**config.mk**
```make
export PLATFORM = sky130hd
export DESIGN_NAME = flow_direction_packet_filter
export DESIGN_NICKNAME = d
export VERILOG_FILES = /design/src/rtl/fdpf_pkg.sv /design/src/rtl/fdpf_front.sv /design/src/rtl/fdpf_queue.sv /design/src/rtl/fdpf_back.sv /design/src/rtl/flow_direction_packet_filter.sv
export SDC_FILE = /design/constraint.sdc
export NUM_CORES = 1
export LEC_CHECK = 0
export BUFFER_PORTS_ARGS = -buffer_cell sky130_fd_sc_hd__clkbuf_2
export CAP_MARGIN = 20
export CORE_MARGIN = 5
export CORE_UTILIZATION = 59
export CTS_BUF_LIST = sky130_fd_sc_hd__clkbuf_8
export CTS_CLUSTER_SIZE = 24
export DETAILED_ROUTE_END_ITERATION = 12
export HOLD_SLACK_MARGIN = 0.06
export PLACE_DENSITY = 0.9
export SYNTH_ARGS = -nofsm -noshare
export SYNTH_HDL_FRONTEND = slang
export SYNTH_SLANG_ARGS = --single-unit
```
**constraint.sdc**
```tcl
create_clock -name clk_i -period 6.6 [get_ports clk_i]
set_input_delay 1.98 -clock clk_i [delete_from_list [all_inputs] [get_ports clk_i]]
set_output_delay 1.98 -clock clk_i [all_outputs]
set_load 0.02 [all_outputs]
```
**src/rtl/fdpf_pkg.sv**
```systemverilog
// Package: types, constants and field positions of the flow direction packet filter.
`default_nettype none
package fdpf_pkg;

  // Link header length in bytes (Ethernet without tags: 14).
  localparam int LinkHdrBytes = 14;

  // Byte positions of captured fields within the frame.
  localparam logic [15:0] PosEthHi   = 16'(LinkHdrBytes - 2);
  localparam logic [15:0] PosEthLo   = 16'(LinkHdrBytes - 1);
  localparam logic [15:0] PosIpVhl   = 16'(LinkHdrBytes);
  localparam logic [15:0] PosTotHi   = 16'(LinkHdrBytes + 2);
  localparam logic [15:0] PosTotLo   = 16'(LinkHdrBytes + 3);
  localparam logic [15:0] PosProto   = 16'(LinkHdrBytes + 9);
  localparam logic [15:0] PosSrcFrst = 16'(LinkHdrBytes + 12);
  localparam logic [15:0] PosSrcLast = 16'(LinkHdrBytes + 15);
  localparam logic [15:0] PosDstFrst = 16'(LinkHdrBytes + 16);
  localparam logic [15:0] PosDstLast = 16'(LinkHdrBytes + 19);
  localparam logic [15:0] PosTcpOff  = 16'(LinkHdrBytes + 12);
  localparam logic [15:0] PosMax     = 16'hFFFF;

  // Protocol codes and constants.
  localparam logic [15:0] EthTypeIpv4 = 16'h0800;
  localparam logic [7:0]  ProtoTcp    = 8'h06;
  localparam logic [7:0]  ProtoUdp    = 8'h11;
  localparam logic [6:0]  UdpHdrBytes = 7'd8;

  // Record letters.
  localparam logic [7:0] LetterTcp = 8'h54;  // 'T'
  localparam logic [7:0] LetterUdp = 8'h55;  // 'U'
  localparam logic [7:0] LetterOut = 8'h4F;  // 'O'
  localparam logic [7:0] LetterIn  = 8'h49;  // 'I'

  // Configuration port.
  localparam int CfgIdxW  = 3;
  localparam int CfgDataW = 32;
  localparam logic [CfgIdxW-1:0] RegClientAddr = 3'd0;
  localparam logic [CfgIdxW-1:0] RegLocalBase  = 3'd1;
  localparam logic [CfgIdxW-1:0] RegLocalPfx   = 3'd2;
  localparam logic [CfgIdxW-1:0] RegFwdClient  = 3'd3;
  localparam logic [CfgIdxW-1:0] RegFwdServer  = 3'd4;

  // Record queue depth between classifier and emitter.
  localparam int QDepth = 4;
  localparam int QPtrW  = $clog2(QDepth);

  // Record byte slots.
  localparam logic [1:0] SlotProto = 2'd0;
  localparam logic [1:0] SlotDir   = 2'd1;
  localparam logic [1:0] SlotLenLo = 2'd2;
  localparam logic [1:0] SlotLenHi = 2'd3;

  typedef struct packed {
    logic [7:0] frame_byte;
    logic       frame_end;
  } frame_item_t;

  typedef struct packed {
    logic [7:0] meta_byte;
    logic       meta_last;
  } meta_item_t;

  typedef struct packed {
    logic [31:0] client_address;
    logic [31:0] local_net_base;
    logic [5:0]  local_prefix_length;
    logic        forward_client_side;
    logic        forward_server_side;
  } fdpf_cfg_t;

  // One classified record waiting to be emitted.
  typedef struct packed {
    logic        is_tcp;
    logic        is_out;
    logic [15:0] pay_len;
  } fdpf_rec_t;

  // Header fields of a finished frame.
  typedef struct packed {
    logic        eth_ok;
    logic        addr_seen;
    logic        tcp_seen;
    logic [3:0]  ihw;
    logic [15:0] tot_len;
    logic [7:0]  proto;
    logic [31:0] src;
    logic [31:0] dst;
    logic [3:0]  thw;
  } fdpf_snap_t;

endpackage
`default_nettype wire

```
**src/rtl/fdpf_front.sv**
```systemverilog
// Front part: capture header fields byte by byte and classify finished frames.
`default_nettype none
module fdpf_front (
  input  wire                        clk_i,
  input  wire                        rst_ni,
  input  wire fdpf_pkg::fdpf_cfg_t   cfg_i,
  input  wire                        push_i,
  input  wire fdpf_pkg::frame_item_t in_i,
  output logic                       stall_o,
  input  wire                        q_full_i,
  output logic                       rec_valid_o,
  output fdpf_pkg::fdpf_rec_t        rec_o
);

  logic [15:0] pos_q, pos_d;
  logic [15:0] eth_q, eth_d;
  logic [3:0]  ihw_q, ihw_d;
  logic [15:0] tot_q, tot_d;
  logic [7:0]  proto_q, proto_d;
  logic [31:0] src_q, src_d;
  logic [31:0] dst_q, dst_d;
  logic [3:0]  thw_q, thw_d;
  logic [15:0] tcp_pos;
  logic        accept;
  logic        snap_valid_q, snap_valid_d;
  fdpf_pkg::fdpf_snap_t snap_q, snap_d;

  assign stall_o = snap_valid_q & q_full_i;
  assign accept  = push_i & ~stall_o;
  assign tcp_pos = fdpf_pkg::PosTcpOff + {10'd0, ihw_q, 2'b00};

  // Capture the fields that the current byte belongs to.
  always_comb begin
    eth_d   = eth_q;
    ihw_d   = ihw_q;
    tot_d   = tot_q;
    proto_d = proto_q;
    src_d   = src_q;
    dst_d   = dst_q;
    thw_d   = thw_q;
    if (pos_q == fdpf_pkg::PosEthHi || pos_q == fdpf_pkg::PosEthLo) begin
      eth_d = {eth_q[7:0], in_i.frame_byte};
    end
    if (pos_q == fdpf_pkg::PosIpVhl) begin
      ihw_d = in_i.frame_byte[3:0];
    end
    if (pos_q == fdpf_pkg::PosTotHi || pos_q == fdpf_pkg::PosTotLo) begin
      tot_d = {tot_q[7:0], in_i.frame_byte};
    end
    if (pos_q == fdpf_pkg::PosProto) begin
      proto_d = in_i.frame_byte;
    end
    if (pos_q >= fdpf_pkg::PosSrcFrst && pos_q <= fdpf_pkg::PosSrcLast) begin
      src_d = {src_q[23:0], in_i.frame_byte};
    end
    if (pos_q >= fdpf_pkg::PosDstFrst && pos_q <= fdpf_pkg::PosDstLast) begin
      dst_d = {dst_q[23:0], in_i.frame_byte};
    end
    if (pos_q > fdpf_pkg::PosIpVhl && pos_q == tcp_pos) begin
      thw_d = in_i.frame_byte[7:4];
    end
    pos_d = (pos_q != fdpf_pkg::PosMax) ? pos_q + 16'd1 : pos_q;
  end

  // Snapshot of the frame's fields taken on its last byte.
  always_comb begin
    snap_d.eth_ok    = (eth_d == fdpf_pkg::EthTypeIpv4);
    snap_d.addr_seen = (pos_q >= fdpf_pkg::PosDstLast);
    snap_d.tcp_seen  = (pos_q >= tcp_pos);
    snap_d.ihw       = ihw_d;
    snap_d.tot_len   = tot_d;
    snap_d.proto     = proto_d;
    snap_d.src       = src_d;
    snap_d.dst       = dst_d;
    snap_d.thw       = thw_d;
  end

  // Advance capture state; clear it after the last byte of a frame.
  always_ff @(posedge clk_i or negedge rst_ni) begin
    if (!rst_ni) begin
      pos_q   <= '0;
      eth_q   <= '0;
      ihw_q   <= '0;
      tot_q   <= '0;
      proto_q <= '0;
      src_q   <= '0;
      dst_q   <= '0;
      thw_q   <= '0;
    end else if (accept) begin
      if (in_i.frame_end) begin
        pos_q   <= '0;
        eth_q   <= '0;
        ihw_q   <= '0;
        tot_q   <= '0;
        proto_q <= '0;
        src_q   <= '0;
        dst_q   <= '0;
        thw_q   <= '0;
      end else begin
        pos_q   <= pos_d;
        eth_q   <= eth_d;
        ihw_q   <= ihw_d;
        tot_q   <= tot_d;
        proto_q <= proto_d;
        src_q   <= src_d;
        dst_q   <= dst_d;
        thw_q   <= thw_d;
      end
    end
  end

  // Hold the snapshot until the record queue has room.
  always_comb begin
    snap_valid_d = snap_valid_q & q_full_i;
    if (accept && in_i.frame_end) begin
      snap_valid_d = 1'b1;
    end
  end

  always_ff @(posedge clk_i or negedge rst_ni) begin
    if (!rst_ni) begin
      snap_valid_q <= 1'b0;
    end else begin
      snap_valid_q <= snap_valid_d;
    end
  end

  always_ff @(posedge clk_i) begin
    if (accept && in_i.frame_end) begin
      snap_q <= snap_d;
    end
  end

  // Classify the snapshot: protocol, payload length, flow direction.
  logic [5:0]  pfx_eff;
  logic [5:0]  span_sh;
  logic [31:0] span;
  logic [31:0] range_top;
  logic [6:0]  ihl_bytes;
  logic [6:0]  tcp_hdr;
  logic [6:0]  udp_hdr;
  logic [6:0]  hdr;
  logic        is_tcp, is_udp;
  logic        len_ok;
  logic        src_out, dst_out;
  logic        client_hit, server_hit;

  always_comb begin
    pfx_eff   = (cfg_i.local_prefix_length > 6'd32) ? 6'd32 : cfg_i.local_prefix_length;
    span_sh   = 6'd32 - pfx_eff;
    span      = (pfx_eff == 6'd0) ? 32'd0 : (32'd1 << span_sh[4:0]);
    range_top = cfg_i.local_net_base + span;
    src_out   = (snap_q.src < cfg_i.local_net_base) || (snap_q.src > range_top);
    dst_out   = (snap_q.dst < cfg_i.local_net_base) || (snap_q.dst > range_top);

    ihl_bytes = {1'b0, snap_q.ihw, 2'b00};
    tcp_hdr   = ihl_bytes + {1'b0, snap_q.thw, 2'b00};
    udp_hdr   = ihl_bytes + fdpf_pkg::UdpHdrBytes;
    is_tcp    = (snap_q.proto == fdpf_pkg::ProtoTcp);
    is_udp    = (snap_q.proto == fdpf_pkg::ProtoUdp);
    hdr       = is_tcp ? tcp_hdr : udp_hdr;
    if (is_tcp) begin
      len_ok = snap_q.tcp_seen && (snap_q.tot_len > {9'd0, hdr});
    end else begin
      len_ok = (snap_q.tot_len >= {9'd0, hdr});
    end

    client_hit = cfg_i.forward_client_side && (snap_q.src == cfg_i.client_address)
                 && dst_out;
    server_hit = cfg_i.forward_server_side && src_out
                 && (snap_q.dst == cfg_i.client_address);

    rec_o.is_tcp  = is_tcp;
    rec_o.is_out  = client_hit;
    rec_o.pay_len = snap_q.tot_len - {9'd0, hdr};
    rec_valid_o   = snap_valid_q && !q_full_i && snap_q.addr_seen && snap_q.eth_ok
                    && (is_tcp || is_udp) && len_ok && (client_hit || server_hit);
  end

endmodule
`default_nettype wire

```
**src/rtl/fdpf_queue.sv**
```systemverilog
// Record queue between the classifier and the byte emitter.
`default_nettype none
module fdpf_queue (
  input  wire                      clk_i,
  input  wire                      rst_ni,
  input  wire                      wr_i,
  input  wire fdpf_pkg::fdpf_rec_t wr_rec_i,
  output logic                     full_o,
  input  wire                      rd_i,
  output fdpf_pkg::fdpf_rec_t      rd_rec_o,
  output logic                     empty_o
);

  fdpf_pkg::fdpf_rec_t         mem_q [fdpf_pkg::QDepth];
  logic [fdpf_pkg::QPtrW-1:0]  wr_ptr_q, rd_ptr_q;
  logic [fdpf_pkg::QPtrW:0]    cnt_q;
  logic                        do_wr, do_rd;

  assign full_o   = (cnt_q == (fdpf_pkg::QPtrW+1)'(fdpf_pkg::QDepth));
  assign empty_o  = (cnt_q == '0);
  assign do_wr    = wr_i & ~full_o;
  assign do_rd    = rd_i & ~empty_o;
  assign rd_rec_o = mem_q[rd_ptr_q];

  // Advance pointers and the fill count.
  always_ff @(posedge clk_i or negedge rst_ni) begin
    if (!rst_ni) begin
      wr_ptr_q <= '0;
      rd_ptr_q <= '0;
      cnt_q    <= '0;
    end else begin
      if (do_wr) begin
        wr_ptr_q <= wr_ptr_q + 1'b1;
      end
      if (do_rd) begin
        rd_ptr_q <= rd_ptr_q + 1'b1;
      end
      if (do_wr && !do_rd) begin
        cnt_q <= cnt_q + 1'b1;
      end else if (!do_wr && do_rd) begin
        cnt_q <= cnt_q - 1'b1;
      end
    end
  end

  // Store records.
  always_ff @(posedge clk_i) begin
    if (do_wr) begin
      mem_q[wr_ptr_q] <= wr_rec_i;
    end
  end

endmodule
`default_nettype wire

```
**src/rtl/fdpf_back.sv**
```systemverilog
// Back part: emit each queued record as four bytes.
`default_nettype none
module fdpf_back (
  input  wire                      clk_i,
  input  wire                      rst_ni,
  input  wire fdpf_pkg::fdpf_rec_t rec_i,
  input  wire                      q_empty_i,
  output logic                     q_rd_o,
  input  wire                      pop_i,
  output logic                     empty_o,
  output fdpf_pkg::meta_item_t     out_o
);

  logic [1:0] slot_q;
  logic       take;

  assign empty_o = q_empty_i;
  assign take    = pop_i & ~q_empty_i;
  assign q_rd_o  = take & (slot_q == fdpf_pkg::SlotLenHi);

  // Select the byte of the current slot.
  always_comb begin
    case (slot_q)
      fdpf_pkg::SlotProto: out_o.meta_byte = rec_i.is_tcp ? fdpf_pkg::LetterTcp
                                                          : fdpf_pkg::LetterUdp;
      fdpf_pkg::SlotDir:   out_o.meta_byte = rec_i.is_out ? fdpf_pkg::LetterOut
                                                          : fdpf_pkg::LetterIn;
      fdpf_pkg::SlotLenLo: out_o.meta_byte = rec_i.pay_len[7:0];
      fdpf_pkg::SlotLenHi: out_o.meta_byte = rec_i.pay_len[15:8];
      default:             out_o.meta_byte = '0;
    endcase
    out_o.meta_last = (slot_q == fdpf_pkg::SlotLenHi);
  end

  // Advance the slot on each request taken.
  always_ff @(posedge clk_i or negedge rst_ni) begin
    if (!rst_ni) begin
      slot_q <= fdpf_pkg::SlotProto;
    end else if (take) begin
      slot_q <= slot_q + 2'd1;
    end
  end

endmodule
`default_nettype wire

```
**src/rtl/flow_direction_packet_filter.sv**
```systemverilog
// Top level: configuration registers, front classifier, record queue, byte emitter.
// Takes one frame byte per cycle with no gaps while the record queue has room.
// A matching frame's snapshot is registered, then queued, before its bytes show.
// One record byte per cycle on pop when not empty; a matching frame yields four.
// The front stalls only when a finished frame waits on a full four-entry queue.
// Reset clears capture state and queue; registers take 0, 0, 16, 1, 0.
`default_nettype none
module flow_direction_packet_filter (
  input  wire                                clk_i,
  input  wire                                rst_ni,
  input  wire                                push,
  output logic                               full,
  input  wire fdpf_pkg::frame_item_t         in_i,
  input  wire                                pop,
  output logic                               empty,
  output fdpf_pkg::meta_item_t               out_o,
  input  wire                                cfg_we_i,
  input  wire [fdpf_pkg::CfgIdxW-1:0]        cfg_idx_i,
  input  wire [fdpf_pkg::CfgDataW-1:0]       cfg_wdata_i
);

  fdpf_pkg::fdpf_cfg_t cfg_q;
  fdpf_pkg::fdpf_rec_t wr_rec, rd_rec;
  logic                rec_valid;
  logic                q_full, q_empty, q_rd;

  // Write configuration registers; ignore unknown indexes.
  always_ff @(posedge clk_i or negedge rst_ni) begin
    if (!rst_ni) begin
      cfg_q.client_address      <= 32'd0;
      cfg_q.local_net_base      <= 32'd0;
      cfg_q.local_prefix_length <= 6'd16;
      cfg_q.forward_client_side <= 1'b1;
      cfg_q.forward_server_side <= 1'b0;
    end else if (cfg_we_i) begin
      case (cfg_idx_i)
        fdpf_pkg::RegClientAddr: cfg_q.client_address      <= cfg_wdata_i;
        fdpf_pkg::RegLocalBase:  cfg_q.local_net_base      <= cfg_wdata_i;
        fdpf_pkg::RegLocalPfx:   cfg_q.local_prefix_length <= cfg_wdata_i[5:0];
        fdpf_pkg::RegFwdClient:  cfg_q.forward_client_side <= cfg_wdata_i[0];
        fdpf_pkg::RegFwdServer:  cfg_q.forward_server_side <= cfg_wdata_i[0];
        default: ;
      endcase
    end
  end

  fdpf_front u_front (
    .clk_i       (clk_i),
    .rst_ni      (rst_ni),
    .cfg_i       (cfg_q),
    .push_i      (push),
    .in_i        (in_i),
    .stall_o     (full),
    .q_full_i    (q_full),
    .rec_valid_o (rec_valid),
    .rec_o       (wr_rec)
  );

  fdpf_queue u_queue (
    .clk_i    (clk_i),
    .rst_ni   (rst_ni),
    .wr_i     (rec_valid),
    .wr_rec_i (wr_rec),
    .full_o   (q_full),
    .rd_i     (q_rd),
    .rd_rec_o (rd_rec),
    .empty_o  (q_empty)
  );

  fdpf_back u_back (
    .clk_i     (clk_i),
    .rst_ni    (rst_ni),
    .rec_i     (rd_rec),
    .q_empty_i (q_empty),
    .q_rd_o    (q_rd),
    .pop_i     (pop),
    .empty_o   (empty),
    .out_o     (out_o)
  );

endmodule
`default_nettype wire

```
* Word-level counts from Yosys, hierarchy flattened
Memories as Yosys holds them, arrays and structs flattened. Index checks and enable logic that the tools add are counted.
Storage, ports and cells: register bits 309, RAM bits 72, output and inout bits 11, bits of input ports 49, memories kept 1
Memories:
- u_queue.mem_q | words 4, width 18, rd ports 1, clocked after memory_dff 0, wr ports 1, RTL line fdpf_queue.sv:14 | fdpf_pkg::fdpf_rec_t mem_q [fdpf_pkg::QDepth];
Operators by class: shift-type cells 1, equal/unequal tests 21, order comparisons 14, bitwise logic cells 9, multiplexer cells 28, $add $sub $neg 12, reductions and logical operators 38
Operator list (number):
- 32-bit 2-to-1 mux | 5
- 16-bit 2-to-1 mux | 6
- 32-bit == test | 2
- 32-bit greater-than comparator | 2
- 32-bit < comparator | 2
- 16-bit by 4-bit == test with 1-bit output (second input constant) | 3
- 16-bit by 5-bit == test with 1-bit output (second input constant) | 3
- 32-bit adder | 1
- 16-bit by 5-bit >= comparator with 1-bit output (second input constant) | 2
- 8-bit one-hot mux with 4 select lines | 1
- 1-bit by 5-bit << shifter with 32-bit output (first input constant) | 1
- 1-bit logical AND | 17
- 16-bit by 1-bit adder with 16-bit output (second input constant) | 1
- 16-bit by 12-bit == test with 1-bit output (second input constant) | 1
- 16-bit == test | 1
- 16-bit >= comparator | 1
- 16-bit by 6-bit >= comparator with 1-bit output (second input constant) | 1
- 16-bit by 7-bit >= comparator with 1-bit output | 1
- 16-bit by 4-bit greater-than comparator with 1-bit output (second input constant) | 1
- 16-bit by 7-bit greater-than comparator with 1-bit output | 1
- 16-bit by 5-bit less-or-equal comparator with 1-bit output (second input constant) | 1
- 16-bit by 6-bit less-or-equal comparator with 1-bit output (second input constant) | 1
- 4-bit 2-to-1 mux | 4
- 8-bit 2-to-1 mux | 2
- other kinds (30) | 62

* Depth between registers and ports, before layout
Gate-level depths: netlist (run 1).
depth in word-level cells 17, gate-level depth with buffers 32, mapped depth without buffers 32

* By module
Synthesis (run 1) repeated with hierarchy kept, for this count alone.
Second synthesis, totals: cell total of the unflattened synthesis 1767, area total of the unflattened synthesis 21474.3 um^2
Modules (own cells, without submodules):
- fdpf_front | times used 1, cells an instance 1446, seq. area each 6200.9 um^2, area each 15397.3 um^2
- fdpf_queue | times used 1, cells an instance 130, seq. area each 2337.2 um^2, area each 3015.4 um^2
- flow_direction_packet_filter | times used 1, cells an instance 157, seq. area each 1804.2 um^2, area each 2757.6 um^2
- fdpf_back | times used 1, cells an instance 34, seq. area each 50.0 um^2, area each 304.0 um^2

* Worst setup path before layout (run 1)
No wires, ideal clock.
path type reg-to-reg, start point register cfg_q[6] (netlist name), end point register u_queue.cnt_q[1] (netlist name), buffers on the path 0, data required time 6475 ps, arrival 6386 ps, clock period less this slack 6511 ps, cell stages (with the launch flop) 29, setup slack 89 ps, setup time 125 ps, cells stage by stage dfstp_2 > nor2b_1 > nand3_1 > or2_2 > fa_1 > nor2b_1 > o31ai_2 > a211oi_2 > o311ai_2 > a211oi_1 > o21ai_0 > a31oi_1 > a311o_1 > a21oi_1 > xor2_1 > ha_1 > nand4_1 > nor4_1 > and3_1 > a211o_1 > or4b_1 > a31o_2 > o211ai_1 > a2bb2oi_4 > inv_1 > ha_1 > inv_1 > fa_1 > mux2_2
On the way: word-level cells in the longest chain between the ends 16
RTL lines:
- from (decl) | RTL line flow_direction_packet_filter.sv:22 | fdpf_pkg::fdpf_cfg_t cfg_q;
- 6-bit greater-than comparator | RTL line fdpf_front.sv:149 | pfx_eff = (cfg_i.local_prefix_length > 6'd32) ? 6'd32 : cfg_i.local_prefix_length;
- 6-bit 2-to-1 mux (*) | RTL line fdpf_front.sv:149
- 1-bit by 5-bit subtractor with 5-bit output | RTL line fdpf_front.sv:150 | span_sh = 6'd32 - pfx_eff;
- 1-bit by 5-bit << shifter with 32-bit output | RTL line fdpf_front.sv:151 | span = (pfx_eff == 6'd0) ? 32'd0 : (32'd1 << span_sh[4:0]);
- 32-bit 2-to-1 mux (*) | RTL line fdpf_front.sv:151
- 32-bit adder (*) | RTL line fdpf_front.sv:152 | range_top = cfg_i.local_net_base + span;
- 32-bit greater-than comparator | RTL line fdpf_front.sv:153 | src_out = (snap_q.src < cfg_i.local_net_base) || (snap_q.src > range_top);
- 1-bit logical OR | RTL line fdpf_front.sv:153
- 1-bit logical AND | RTL line fdpf_front.sv:170 | server_hit = cfg_i.forward_server_side && src_out
- 1-bit logical AND | RTL line fdpf_front.sv:171 | && (snap_q.dst == cfg_i.client_address);
- 1-bit logical OR (*) | RTL line fdpf_front.sv:177 | && (is_tcp || is_udp) && len_ok && (client_hit || server_hit);
- 1-bit logical AND (*) | RTL line fdpf_front.sv:177
- 1-bit AND (*) | RTL line fdpf_queue.sv:21 | assign do_wr = wr_i & ~full_o;
- named net u_queue.do_wr | RTL line fdpf_queue.sv:17 | logic do_wr, do_rd;
- 1-bit logical NOT | RTL line fdpf_queue.sv:40 | end else if (!do_wr && do_rd) begin
- 1-bit logical AND | RTL line fdpf_queue.sv:40
- 2-bit nonzero test (no source line)
- to (signal assigned) | RTL line fdpf_queue.sv:39 | cnt_q <= cnt_q + 1'b1;
- to (signal assigned) | RTL line fdpf_queue.sv:41 | cnt_q <= cnt_q - 1'b1;
- to (decl) | RTL line fdpf_queue.sv:16 | logic [fdpf_pkg::QPtrW:0] cnt_q;
Mark *: on every way through the listed nets, which the timed path passes. The rest lies on a longest branch. A chain may end at the register's enable or synchronous reset.

* Worst setup path after layout (run 1)
Same ends and word-level chain as after synthesis.

==> results of run 1 <==
==> worst max-delay path by stage <==
stage          slack, ps          endpoint      from  cells after the start
2_1_floorplan         90  u_queue.cnt_q[1]  cfg_q[6]                     28
3_3_place_gp         -80  u_queue.cnt_q[1]  cfg_q[6]                     29
3_5_place_dp        -200  u_queue.cnt_q[1]  cfg_q[6]                     29
4_1_cts                6  u_queue.cnt_q[1]  cfg_q[6]                     31
5_1_grt             -270  u_queue.cnt_q[1]  cfg_q[6]                     31
6_report              30  u_queue.cnt_q[1]  cfg_q[6]                     31
==> worst min-delay path, stage by stage, from the launching register on <==
cell and delay, ps:
sky130_fd_sc_hd__dfrtp_1 340, sky130_fd_sc_hd__nand2_1 40, sky130_fd_sc_hd__o21ai_0 60
==> synth_stat cells (4+ instances only) <==
cell,n,area (µm²)
sky130_fd_sc_hd__nand2_1,318,1190
sky130_fd_sc_hd__a21o_1,21,158
sky130_fd_sc_hd__nor3_1,15,75.1
sky130_fd_sc_hd__edfxtp_1,171,5130
sky130_fd_sc_hd__nor2b_1,21,131
sky130_fd_sc_hd__ha_1,183,2290
sky130_fd_sc_hd__inv_1,66,248
sky130_fd_sc_hd__xnor2_1,84,736
sky130_fd_sc_hd__nand3_1,31,155
sky130_fd_sc_hd__nand2b_1,12,75.1
sky130_fd_sc_hd__o21ai_1,4,20.0
sky130_fd_sc_hd__xor2_1,39,342
sky130_fd_sc_hd__buf_1,11,41.3
sky130_fd_sc_hd__and3_1,5,31.3
sky130_fd_sc_hd__mux4_2,16,360
sky130_fd_sc_hd__nor4bb_1,4,40.0
sky130_fd_sc_hd__or3_1,7,43.8
sky130_fd_sc_hd__nand4_1,44,275
sky130_fd_sc_hd__dfrtp_1,208,5200
sky130_fd_sc_hd__o211ai_1,9,67.6
sky130_fd_sc_hd__a21oi_1,82,410
sky130_fd_sc_hd__o21a_1,14,105
sky130_fd_sc_hd__a211o_1,5,43.8
sky130_fd_sc_hd__nor2_1,102,383
sky130_fd_sc_hd__clkbuf_1,61,229
sky130_fd_sc_hd__fa_1,4,80.1
sky130_fd_sc_hd__o21ai_0,208,1040
sky130_fd_sc_hd__a31oi_1,4,25.0
sky130_fd_sc_hd__a211oi_1,8,60.1
sky130_fd_sc_hd__nor3b_1,4,30.0
sky130_fd_sc_hd__o21bai_1,4,30.0
sky130_fd_sc_hd__o2111ai_1,6,52.6
sky130_fd_sc_hd__o31ai_1,4,30.0
sky130_fd_sc_hd__mux2_2,139,1570
sky130_fd_sc_hd__a22oi_1,21,158
sky130_fd_sc_hd__nor4_1,19,119
==> registers in the layout (all words and copies together) (netlist names) <==
| signal | cells |
|---|---|
| u_front.snap_q | 95 |
| u_front.ihw_q | 4 |
| u_front.thw_q | 4 |
| u_back.slot_q | 2 |
| u_queue.mem_q | 72 |
| u_front.pos_q | 16 |
| u_front.ihl_bytes | 4 |
| cfg_q | 72 |
| u_front.proto_q | 8 |
| u_queue.rd_ptr_q | 2 |
| u_front.snap_valid_q | 1 |
| u_front.tot_q | 16 |
| u_queue.wr_ptr_q | 2 |
| u_front.eth_q | 16 |
| u_front.dst_q | 32 |
| u_front.src_q | 32 |
| u_queue.cnt_q | 3 |
==> final cells by class <==
type	count	area [µm²]	share of cell area [%]
multi-input cells	1500	11100	45.6
flip-flops and latches	381	10400	42.7
repair buffers	128	900	3.70
clock buffers	64	881	3.62
well taps	468	586	2.41
inverters	67	251	1.03
clock inverters	45	203	0.833
diodes	4	10.0	0.0411
==> logic make-up (layout without fill, tap and decap cells) <==
group	count (synthesis)	count (layout)
xor+xnor	126	126
other cells	0	4
buf+inv	141	304
simple gates	608	608
mux	156	156
compound gates	420	420
fa+ha+maj	190	190
flops	381	381
==> cell usage in the layout, fill, tap and decap left out, types with 21 or more instances in the layout <==
| cell type | Yosys | layout |
|---|---|---|
| sky130_fd_sc_hd__nor2_1 | 102 | 97 |
| sky130_fd_sc_hd__edfxtp_1 | 171 | 171 |
| sky130_fd_sc_hd__xor2_1 | 39 | 38 |
| sky130_fd_sc_hd__dfrtp_1 | 208 | 208 |
| sky130_fd_sc_hd__ha_1 | 183 | 179 |
| sky130_fd_sc_hd__nand2_1 | 318 | 315 |
| sky130_fd_sc_hd__inv_1 | 66 | 83 |
| sky130_fd_sc_hd__buf_4 | 1 | 60 |
| sky130_fd_sc_hd__mux2_2 | 139 | 138 |
| sky130_fd_sc_hd__xnor2_1 | 84 | 83 |
| sky130_fd_sc_hd__clkbuf_2 | 0 | 58 |
| sky130_fd_sc_hd__nand4_1 | 44 | 44 |
| sky130_fd_sc_hd__clkbuf_8 | 0 | 64 |
| sky130_fd_sc_hd__o21ai_0 | 208 | 205 |
| sky130_fd_sc_hd__a21oi_1 | 82 | 76 |
| sky130_fd_sc_hd__a21o_1 | 21 | 21 |
| sky130_fd_sc_hd__nand3_1 | 31 | 29 |
==> per-stage QoR <==
stage               setup slack [ps]  power, mW  area, µm²
CTS                             6.02       5.74      24000
floorplan                       89.3       3.51      21700
detailed placement              -201       3.91      22800
global placement               -77.7       3.85      22800
finish                          27.4       5.81      24300
global route                    -271       6.07      24300
==> repair_timing <==
item	CTS	global route
endpoints found under the hold margin	0	0
setup buffers	6	10
gates cloned	0	0
endpoints found under the setup margin	15	76
pin swaps	16	34
gates resized for setup	16	43
==> report_power, final <==
part / internal (mW) / switching, mW / leakage, nW
sequential: 2.60 / 0.151 / 4.41
clock: 0.897 / 0.929 / 0.641
combinational: 0.515 / 0.717 / 5.07
total: 4.01 / 1.80 / 10.1
==> routing by layer <==
layer,share of wire (%),vias to the layer above,track usage [%],wire length [µm]
met5,0.022,-,0,13
met4,4.8,2,12.0,2850
met1,40,8335,38.3,23800
li1,-,7580,-,-
met3,8.0,188,4.57,4760
met2,47,835,45.0,27700
==> results.md, run 1 <==
- At the end of routability-driven placement, the weighted congestion stood at just over 1.
- The number of antenna violations at the first check in global routing was 5.
- Port buffering added 59 buffers.
- The floorplan core area is 36,400 µm².
- The run finished with clean final reports.
- The predominant post-synthesis flop cell is sky130_fd_sc_hd__dfrtp_1.
- The share of synthesized flip-flops with an asynchronous set or reset is 55.1%.
- The maximum VDD drop is roughly 0.14 mV.
- The placed wire-length estimate after detailed placement is approximately 41,000 µm.
- The number of distinct library cell variants in the gate-level netlist after synthesis is 80.
- The total overflow left after global routing is 0.
- The count of buffering cells on the critical path with inverters included is 6.
- The detailed router's first-iteration violation count is 1,606.
- The hold buffer count at CTS is 0.
- The routed length per placed instance is between 20 and 25 µm.
- After technology mapping, the gate count stands at around 2,000.
- The tool flagged a number of max-cap violations equal to 0.
- The setup check on the worst reg-to-reg path leaves a slack of between 20 and 30 ps.
- STA classifies the critical path startpoint as a register.
- The ratio of routed vias to standard cells is around 6.4.
- Summing the areas of all xor and xnor instances in the mapped netlist gives 5.24% of the synthesized area.
- The critical-path maximum fanout is 5.
- After the flow finishes, the layout carries non-filler instances totaling around 2,700.
- Clock-pin slew was measured on the worst setup and hold paths at 60 ps.
- The count of vias placed by the detailed router is roughly 17,000.
- In this run, synthesis produced a sequential element count of roughly 380.
- The number of stages on the worst hold path is 2.
- The root buffer selected by CTS is sky130_fd_sc_hd__clkbuf_8.
- The end of the worst register-to-register path is u_queue.cnt_q[1].
- The deepest clock path buffer count is 3.
- The worst hold path belongs to the class register to register.
- The proportion of synthesized area in mux cells is under 10%.
- The post-route setup TNS is 0 ps.
- In the routed design, unresolved DRC markers number 0.
- The kind of end point of the critical path is a register.
- The cell with the largest stage delay on the worst path is sky130_fd_sc_hd__dfstp_2.
- Compared with the post-synthesis result, the final layout area differs by 12.0%.
- The cell count after placement is around 2,500.
- The first-pass GRT wire length is 92,000 µm.
- The critical register-to-register path startpoint is cfg_q[6].
- The compound-cell area share of the yosys netlist is between 10% and 20%.
- The number of detailed-route iterations in the first pass is 5.
- The final-report hold violation count came to 0.
- The net total in the final layout is approximately 2,400.
- The average cell area after synthesis is roughly 11 µm².
- In this run the power density over the cells is between 200 and 250 nW/µm².
- In this run the core area contains 70 standard-cell rows.
- The dominant combinational cell family by area after synthesis is simple AND/OR/NAND/NOR gates.
- The number of flops mapped to enable cells by yosys is between 150 and 200.
- After detailed routing, the total wire length is 59,200 µm.
- Final hold analysis gives a worst-case slack of between 400 and 500 ps.
- The timing-limited maximum frequency is 0.152 GHz.
- The clock latency on the worst-skew pair is 650 ps.
- The sink count of the clock tree is 381.
- The startpoint of the worst hold path is u_front.dst_q[28].
- The setup path with the least slack is of type register to register.
- When the netlist entered floorplanning its net count stood at approximately 2,300.
- For this run, the total global-route usage over all layers was measured as 28.1%.
- The sequential element share of the synthesized area is approximately 48%.
- The die covers between 40,000 and 50,000 µm².
- After Yosys synthesis, full adders, half adders and majority gates account for between 10% and 20% of the synthesized area.
- The smallest clock period supported by the final layout is computed as 6570 ps.
- The largest net degree at the start of global routing is ~140.
- Measured on the finished design, the core utilization comes to between 60% and 70%.
- The largest single stage delay on the critical path is 540 ps.
- The critical path required time is roughly 7000 ps.
- The CTS buffer count is a little under 60.
- The horizontal extent of the die is roughly 200 µm.
- The initial cell density of the core is roughly 60%.
- The TritonCTS clock tree is built.
- The cell count of the worst reg-to-reg path is 31.
- Measured against its own limit, the worst slew margin works out to approximately 28%.
- The number of routed nets with antenna violations is 0.
- The max-slew violation count was 0.
- The simple-gate share of the synthesized area is 12.8%.
- Clock skew on the completed layout was measured at between 40 and 50 ps.
- The analysis attributes to cell leakage a power of slightly above 10 nW.
- The cell family with the largest share of critical-path delay is compound AO/OA/AOI/OAI gates.
- The number of H-tree levels is 2.
- The number of warning messages in the yosys log is 0.
- In this run the vertical extent of the chip is a little over 200 µm.
- The synthesized netlist occupies a cell area of 21,700 µm².
- In the finished design, the share of the clock period the worst path needs comes to 99.6%.
- Setup repair after global routing could not meet its margin everywhere.
- 60 I/O pins were placed.
- At the worst endpoint, the arrival time is around 7000 ps.
- The worst hold path endpoint is u_front.dst_q[28].
- The count of filler cells inserted in the layout is roughly 2,500.
- The number of setup violations in the final report is 0.
- The worst-margin pin slew is roughly 1100 ps.
- Of the cells placed in the final design, the portion with a size suffix greater than 1 is about a fifth.
- The via count of the first global-routing pass is approximately 17,000.
Power figures use the tool's default switching activity.
==> run 2, diff against run 1 <==
--- a/config.mk
+++ b/config.mk
@@ -9,7 +9,7 @@
 export CAP_MARGIN = 20
 export CORE_MARGIN = 5
 export CORE_UTILIZATION = 59
-export CTS_BUF_LIST = sky130_fd_sc_hd__clkbuf_8
+export CTS_BUF_LIST = sky130_fd_sc_hd__clkbuf_2
 export CTS_CLUSTER_SIZE = 24
 export DETAILED_ROUTE_END_ITERATION = 12
 export HOLD_SLACK_MARGIN = 0.06
==> results.md, run 2 (synthesized netlist as in run 1, its figures left out) <==
- The post-layout minimum cycle time is 6580 ps (+6.00 ps).
- The horizontal extent of the die is 202 µm (unchanged).
- The floorplan core area is 36,400 µm² (unchanged).
- The clock latency on the worst-skew pair came to 920 ps (+270 ps).
- The largest registers in the layout are u_front.snap_q (95), cfg_q (72), u_queue.mem_q (72).
- The end of the worst register-to-register path is u_queue.cnt_q[1].
- The total cell area at the placement stage is 22,800 µm² (unchanged).
- The final wirelength was 57,400 µm (-3.0%).
- The ratio of routed vias to standard cells was 6.23 (-2.2%).
- The full die area was 40,800 µm² (unchanged).
- The data arrival at the endpoint of the critical path is 7390 ps (+290 ps).
- The worst slew margin relative to its limit is 28.2% (-0.25 points).
- The area overhead of the layout relative to synthesis is 10.8%.
- The critical path required time is 7410 ps (+280 ps).
- The power per standard cell area was 231 nW/µm² (-3.4%).
- The total of max-cap violations is 0 (unchanged).
- The number of top-level pins came to 60 (unchanged).
- The largest individual stage delay along the critical path comes from the cell sky130_fd_sc_hd__dfstp_2.
- The aggregate global-route resource usage is 27.6% (-0.46 points).
- The register name with the most flops is u_front.snap_q.
- The placed wire-length estimate after detailed placement is 41,300 µm (unchanged).
- The critical path is of the register to register type.
- The final-report hold violation count is 0 (unchanged).
- The overall die height was 202 µm (unchanged).
- The number of detailed-route iterations in the first pass is 6 (+1).
- The sink count of the clock tree is 381 (unchanged).
- The worst hold slack across all endpoints is 488 ps (+11.3 ps).
- The number of setup violations in the final report came to 0 (unchanged).
- The final weighted congestion of routability-driven global placement is 1.01 (unchanged).
- The clock edge transition at the registers on the reported setup and hold paths is 120 ps (+60 ps).
- The hold buffer count at CTS was 0 (unchanged).
- STA classifies the critical path startpoint as a register.
- TritonCTS built the clock tree.
- The largest net degree at the start of global routing was 135 (unchanged).
- The cell count of the worst reg-to-reg path came to 32 (+3.2%).
- The max-slew violation count is 0 (unchanged).
- The number of input and output port buffers inserted is 59 (unchanged).
- The worst setup path is captured at a register.
- The critical register-to-register path startpoint is cfg_q[6].
- The critical-path maximum fanout is 5 (unchanged).
- The worst setup path startpoint is cfg_q[6].
- Setup repair after global routing could not meet its margin everywhere.
- The net total in the final layout is 2,404 (+1.3%).
- The number of flip-flops in the largest register is 95 (unchanged).
- The largest incremental delay on the critical path is 550 ps (about the same).
- In the layout the commonest cells are sky130_fd_sc_hd__nand2_1, sky130_fd_sc_hd__dfrtp_1, sky130_fd_sc_hd__o21ai_0, sky130_fd_sc_hd__clkbuf_2, sky130_fd_sc_hd__ha_1.
- The timing-limited maximum frequency is 0.152 GHz (about the same).
- The root buffer selected by CTS is sky130_fd_sc_hd__clkbuf_2.
- The via count of the first global-routing pass came to 17,100 (+0.77%).
- The minimum setup slack among reg-to-reg paths is 20 ps (about the same).
- The sum of internal, switching and leakage power is 5.56 mW (-4.3%).
- The first-pass GRT wire length came to 90,800 µm (-1.3%).
- The detailed router's first-iteration violation count is 1,580 (-1.6%).
- The deepest clock path buffer count is 3 (unchanged).
- The routed length per placed instance is 21.2 µm (-5.0%).
- The number of antenna violations at the first check in global routing was 6 (+1).
- The number of routed nets with antenna violations was 0 (unchanged).
- The worst clock skew is 85.7 ps (+39.2 ps).
- The flow ran to the end, and the final reports show no timing, DRC or antenna violations.
- The post-route clock period utilization is 99.7% (about the same).
- The tightest min-delay check is of the register to register type.
- The remaining design rule violation count came to 0 (unchanged).
- The fraction of final layout cells with drive strength greater than 1 was 21.7% (+2.0 points).
- The commonest non-fill, non-tap cell in the layout is sky130_fd_sc_hd__nand2_1.
- The worst-margin pin slew came to 1080 ps (+3.79 ps).
- The residual overflow from global routing is 0 (unchanged).
- The reported leakage power came to 10.1 nW (about the same).
- The CTS buffer count came to 90 (+55%).
- The final standard cell area without fillers was 24,100 µm² (-1.0%).
- The number of H-tree levels was 3 (+1).
- The critical path ends at u_queue.cnt_q[1].
- The initial cell density of the core is 59.6% (unchanged).
- The count of vias placed by the detailed router is 16,900 (-0.19%).
- The number of rows in the core area is 70 (unchanged).
- The maximum VDD drop is 0.143 mV (+1.2%).
-- run 2: worst min-delay path by stage --
stage,from,to,cells after the start
finish,u_front.src_q[28],u_front.src_q[28],2
CTS,u_front.thw_q[1],u_front.thw_q[1],2
detailed placement,u_front.dst_q[27],u_front.dst_q[27],2
global placement,u_front.thw_q[3],u_front.thw_q[3],2
global route,u_front.thw_q[0],u_front.thw_q[0],2
floorplan,u_front.dst_q[24],u_front.dst_q[24],2
-- run 2: metrics by stage --
step	TNS (ps)	worst slack, ps	instances	util, %
finish	0	21.4	2712	66.1
global placement	-77.7	-77.7	2526	62.6
global route	-2540	-241	2712	66.1
floorplan	0	89.3	2022	-
CTS	0	6.46	2696	65.3
detailed placement	-243	-201	2526	62.6
-- run 2: worst max-delay path, delay by kind of cell, from the launching register on --
family / cells / cell delay (ps)
simple gates: 11 / 1700
flops: 1 / 550
mux: 1 / 270
buf+inv: 6 / 690
fa+ha+maj: 4 / 1150
xor+xnor: 1 / 280
compound gates: 9 / 1810
-- run 2: metal layers --
layer  wire length [µm]  up-vias  track usage, %  share of wire [%]
met5                 13        -               0              0.023
met4               2360        2            11.5                4.1
met3               4500      162            4.68                7.8
met2              27200      784            44.5                 47
met1              23300     8268            37.5                 41
li1                   -     7692               -                  -
-- run 2: report_power, final --
group	internal [mW]	switching, mW	leakage (nW)
Clock	0.652	0.944	0.643
Combinational	0.510	0.707	5.07
Sequential	2.60	0.149	4.41
Total	3.76	1.80	10.1
-- run 2: timing repair --
action                     in CTS  in global routing
gates resized for setup        16                 35
buffers inserted                7                  9
pin swaps                      17                 25
setup endpoints to repair      14                 76
-- run 2: final cells by class --
type	count	area [µm²]
Antenna cell	5	12.5
Clock buffer	131	656
Clock inverter	32	213
Fill cell	2612	12400
Inverter	67	251
Multi-Input combinational cell	1500	11100
Sequential cell	381	10400
Tap cell	468	586
Timing Repair Buffer	128	892
==> run 3, diff against run 2 <==
--- a/config.mk
+++ b/config.mk
@@ -14,6 +14,7 @@
 export DETAILED_ROUTE_END_ITERATION = 12
 export HOLD_SLACK_MARGIN = 0.06
 export PLACE_DENSITY = 0.9
+export SKIP_CTS_REPAIR_TIMING = 1
 export SYNTH_ARGS = -nofsm -noshare
 export SYNTH_HDL_FRONTEND = slang
 export SYNTH_SLANG_ARGS = --single-unit
==> constraint.sdc (replaced) <==
create_clock -name clk_i -period 5.7 [get_ports clk_i]
set_input_delay 1.71 -clock clk_i [delete_from_list [all_inputs] [get_ports clk_i]]
set_output_delay 1.71 -clock clk_i [all_outputs]
set_load 0.02 [all_outputs]
==> results.md, run 3 (synthesized netlist as in run 1, its figures left out) <==
- The run finished, with violations left.
- The checks that failed: setup timing.
- The critical register-to-register path startpoint is cfg_q[6].
- The detailed router's first-iteration violation count is 1,648 (+4.3%).
- The sum of internal, switching and leakage power is 6.49 mW (+17%).
- The register name with the most flops is u_front.snap_q.
- The max-slew violation count came to 0 (unchanged).
- The capture point of the worst path is u_queue.cnt_q[1].
- The number of detailed-route iterations in the first pass is 6 (unchanged).
- The critical path required time is 6530 ps (-880 ps).
- The number of H-tree levels is 3 (unchanged).
- In the final layout, the registers with the most flip-flops are u_front.snap_q (95), cfg_q (72), u_queue.mem_q (72).
- The net total in the final layout is 2,484 (+3.3%).
- The total of max-cap violations is 0 (unchanged).
- The horizontal extent of the die is 202 µm (unchanged).
- The routed length per placed instance is 21.0 µm (-0.54%).
- The sink count of the clock tree came to 381 (unchanged).
- The kind of end point of the critical path is a register.
- The full die area came to 40,800 µm² (unchanged).
- The data arrival at the endpoint of the critical path is 7370 ps (-20 ps).
- The post-route setup TNS is -35,660 ps (-35,660 ps).
- The clock latency on the worst-skew pair is 960 ps (+40 ps).
- The cell count of the worst reg-to-reg path is 29 (-9.4%).
- The first-pass GRT wire length is 91,400 µm (+0.69%).
- The tree is rooted in a sky130_fd_sc_hd__clkbuf_2.
- The maximum VDD drop was 0.189 mV (+32%).
- The residual overflow from global routing is 0 (unchanged).
- The post-layout minimum cycle time is 6530 ps (-47.3 ps).
- The power per standard cell area was 264 nW/µm² (+14%).
- The deepest clock path buffer count is 3 (unchanged).
- In the layout the commonest cells are sky130_fd_sc_hd__nand2_1, sky130_fd_sc_hd__dfrtp_1, sky130_fd_sc_hd__o21ai_0, sky130_fd_sc_hd__clkbuf_2, sky130_fd_sc_hd__ha_1.
- The CTS buffer count is 89 (-1.1%).
- TritonCTS built the clock tree.
- The cell with the largest stage delay on the worst path is sky130_fd_sc_hd__dfstp_2.
- The reported leakage power is 10.5 nW (+3.8%).
- The number of setup violations in the final report is 80 (+80).
- The largest incremental delay on the critical path came to 540 ps (about the same).
- The count of filler cells inserted in the layout is 2,575 (-1.4%).
- The number of input and output port buffers inserted is 59 (unchanged).
- The path class of the tightest hold or removal check is register to register.
- The critical path starts at cfg_q[6].
- The remaining design rule violation count was 0 (unchanged).
- The via count of the first global-routing pass is 17,100 (-0.21%).
- The timing-limited maximum frequency came to 0.153 GHz (+0.72%).
- The largest net degree at the start of global routing is 133 (-1.5%).
- The count of vias placed by the detailed router was 17,200 (+1.6%).
- The worst clock skew came to 71.1 ps (-14.6 ps).
- The worst-margin pin slew is 1100 ps (+26.3 ps).
- The setup path with the least slack is of type register to register.
- The number of top-level pins came to 60 (unchanged).
- The minimum setup slack among reg-to-reg paths is -830 ps (-850 ps).
- The library cell used most frequently in the layout, excluding fill and tap cells, is sky130_fd_sc_hd__nand2_1.
- The final wirelength was 58,700 µm (+2.4%).
- The overall die height was 202 µm (unchanged).
- The number of flip-flops in the largest register is 95 (unchanged).
- The initial cell density of the core is 59.6% (unchanged).
- The aggregate global-route resource usage is 28.1% (+0.50 points).
- The number of antenna violations at the first check in global routing came to 7 (+1).
- The setup slack after layout is -831 ps (-853 ps).
- The final weighted congestion of routability-driven global placement is 0.960 (-5.0%).
- The floorplan core area is 36,400 µm² (unchanged).
- STA classifies the critical path startpoint as a register.
- The number of stages on the worst hold path is 2 (unchanged).
- The critical-path maximum fanout is 4 (-1).
- The fraction of final layout cells with drive strength greater than 1 is 24.6% (+2.9 points).
- The ratio of routed vias to standard cells is 6.16 (-1.3%).
- The post-route clock period utilization is 115% (+15 points).
- The number of rows in the core area is 70 (unchanged).
- The clock edge transition at the registers on the reported setup and hold paths is 100 ps (-20 ps).
- The placed wire-length estimate after detailed placement came to 42,800 µm (+3.6%).
- The final-report hold violation count is 0 (unchanged).
- In this run the critical register-to-register path is captured at u_queue.cnt_q[1].
- Setup repair after global routing could not meet its margin everywhere.
- The worst slew margin relative to its limit is 26.4% (-1.8 points).
- The number of routed nets with antenna violations was 0 (unchanged).
- From synthesis to final layout, the design area changed by 13.2%.
run 3: layout make-up:
cell class                      count  area [µm²]  share of cell area (%)
Antenna cell                        6        15.0                  0.0611
Clock inverter                     18         105                   0.427
Sequential cell                   381       10400                    42.3
Multi-Input combinational cell   1500       11000                    44.8
Clock buffer                      142         711                    2.89
Inverter                           67         251                    1.02
Tap cell                          468         586                    2.38
Timing Repair Buffer              209        1520                    6.18
run 3: report_power, final:
group | internal, mW | switching, mW
sequential | 3.01 | 0.172
combinational | 0.686 | 0.842
clock | 0.699 | 1.08
total | 4.39 | 2.10
run 3: per-stage QoR:
step                      std cells  util [%]  hold WS, ps  setup slack (ps)  area (µm²)
after global placement         2616      64.7          457              -756       23600
after floorplan                2022         -          444              -497       21800
final                          2791      67.5          490              -831       24600
after global routing           2791      67.5          519             -1080       24600
after detailed placement       2617      64.7          469              -884       23600
after CTS                      2777      67.0          492              -917       24400
run 3: worst min-delay path by stage:
stage / slack [ps] / start / to
finish: 490 / u_front.dst_q[27] / u_front.dst_q[27]
CTS: 490 / u_front.dst_q[28] / u_front.dst_q[28]
global route: 520 / u_front.dst_q[24] / u_front.dst_q[24]
detailed placement: 470 / u_front.dst_q[28] / u_front.dst_q[28]
floorplan: 440 / u_front.dst_q[24] / u_front.dst_q[24]
global placement: 460 / u_front.tot_q[9] / u_front.tot_q[9]
run 3: critical path, delay by kind of cell (launching register included):
family,cells,cell delay (ps)
AOI/OAI and AO/OA,12,2310
xor gates and xnor gates,1,210
adders and majority gates,4,1200
buffers and inverters,3,270
DFF,1,540
muxes,1,270
and+or+nand+nor,8,1630
run 3: metal layers:
| layer | routed length, µm | GRT usage (%) | vias to the layer above |
|---|---|---|---|
| met3 | 5270 | 5.57 | 136 |
| met1 | 23500 | 38.0 | 8400 |
| met2 | 27900 | 45.1 | 805 |
| met5 | 19 | 0 | - |
| li1 | - | - | 7840 |
| met4 | 2100 | 11.2 | 2 |
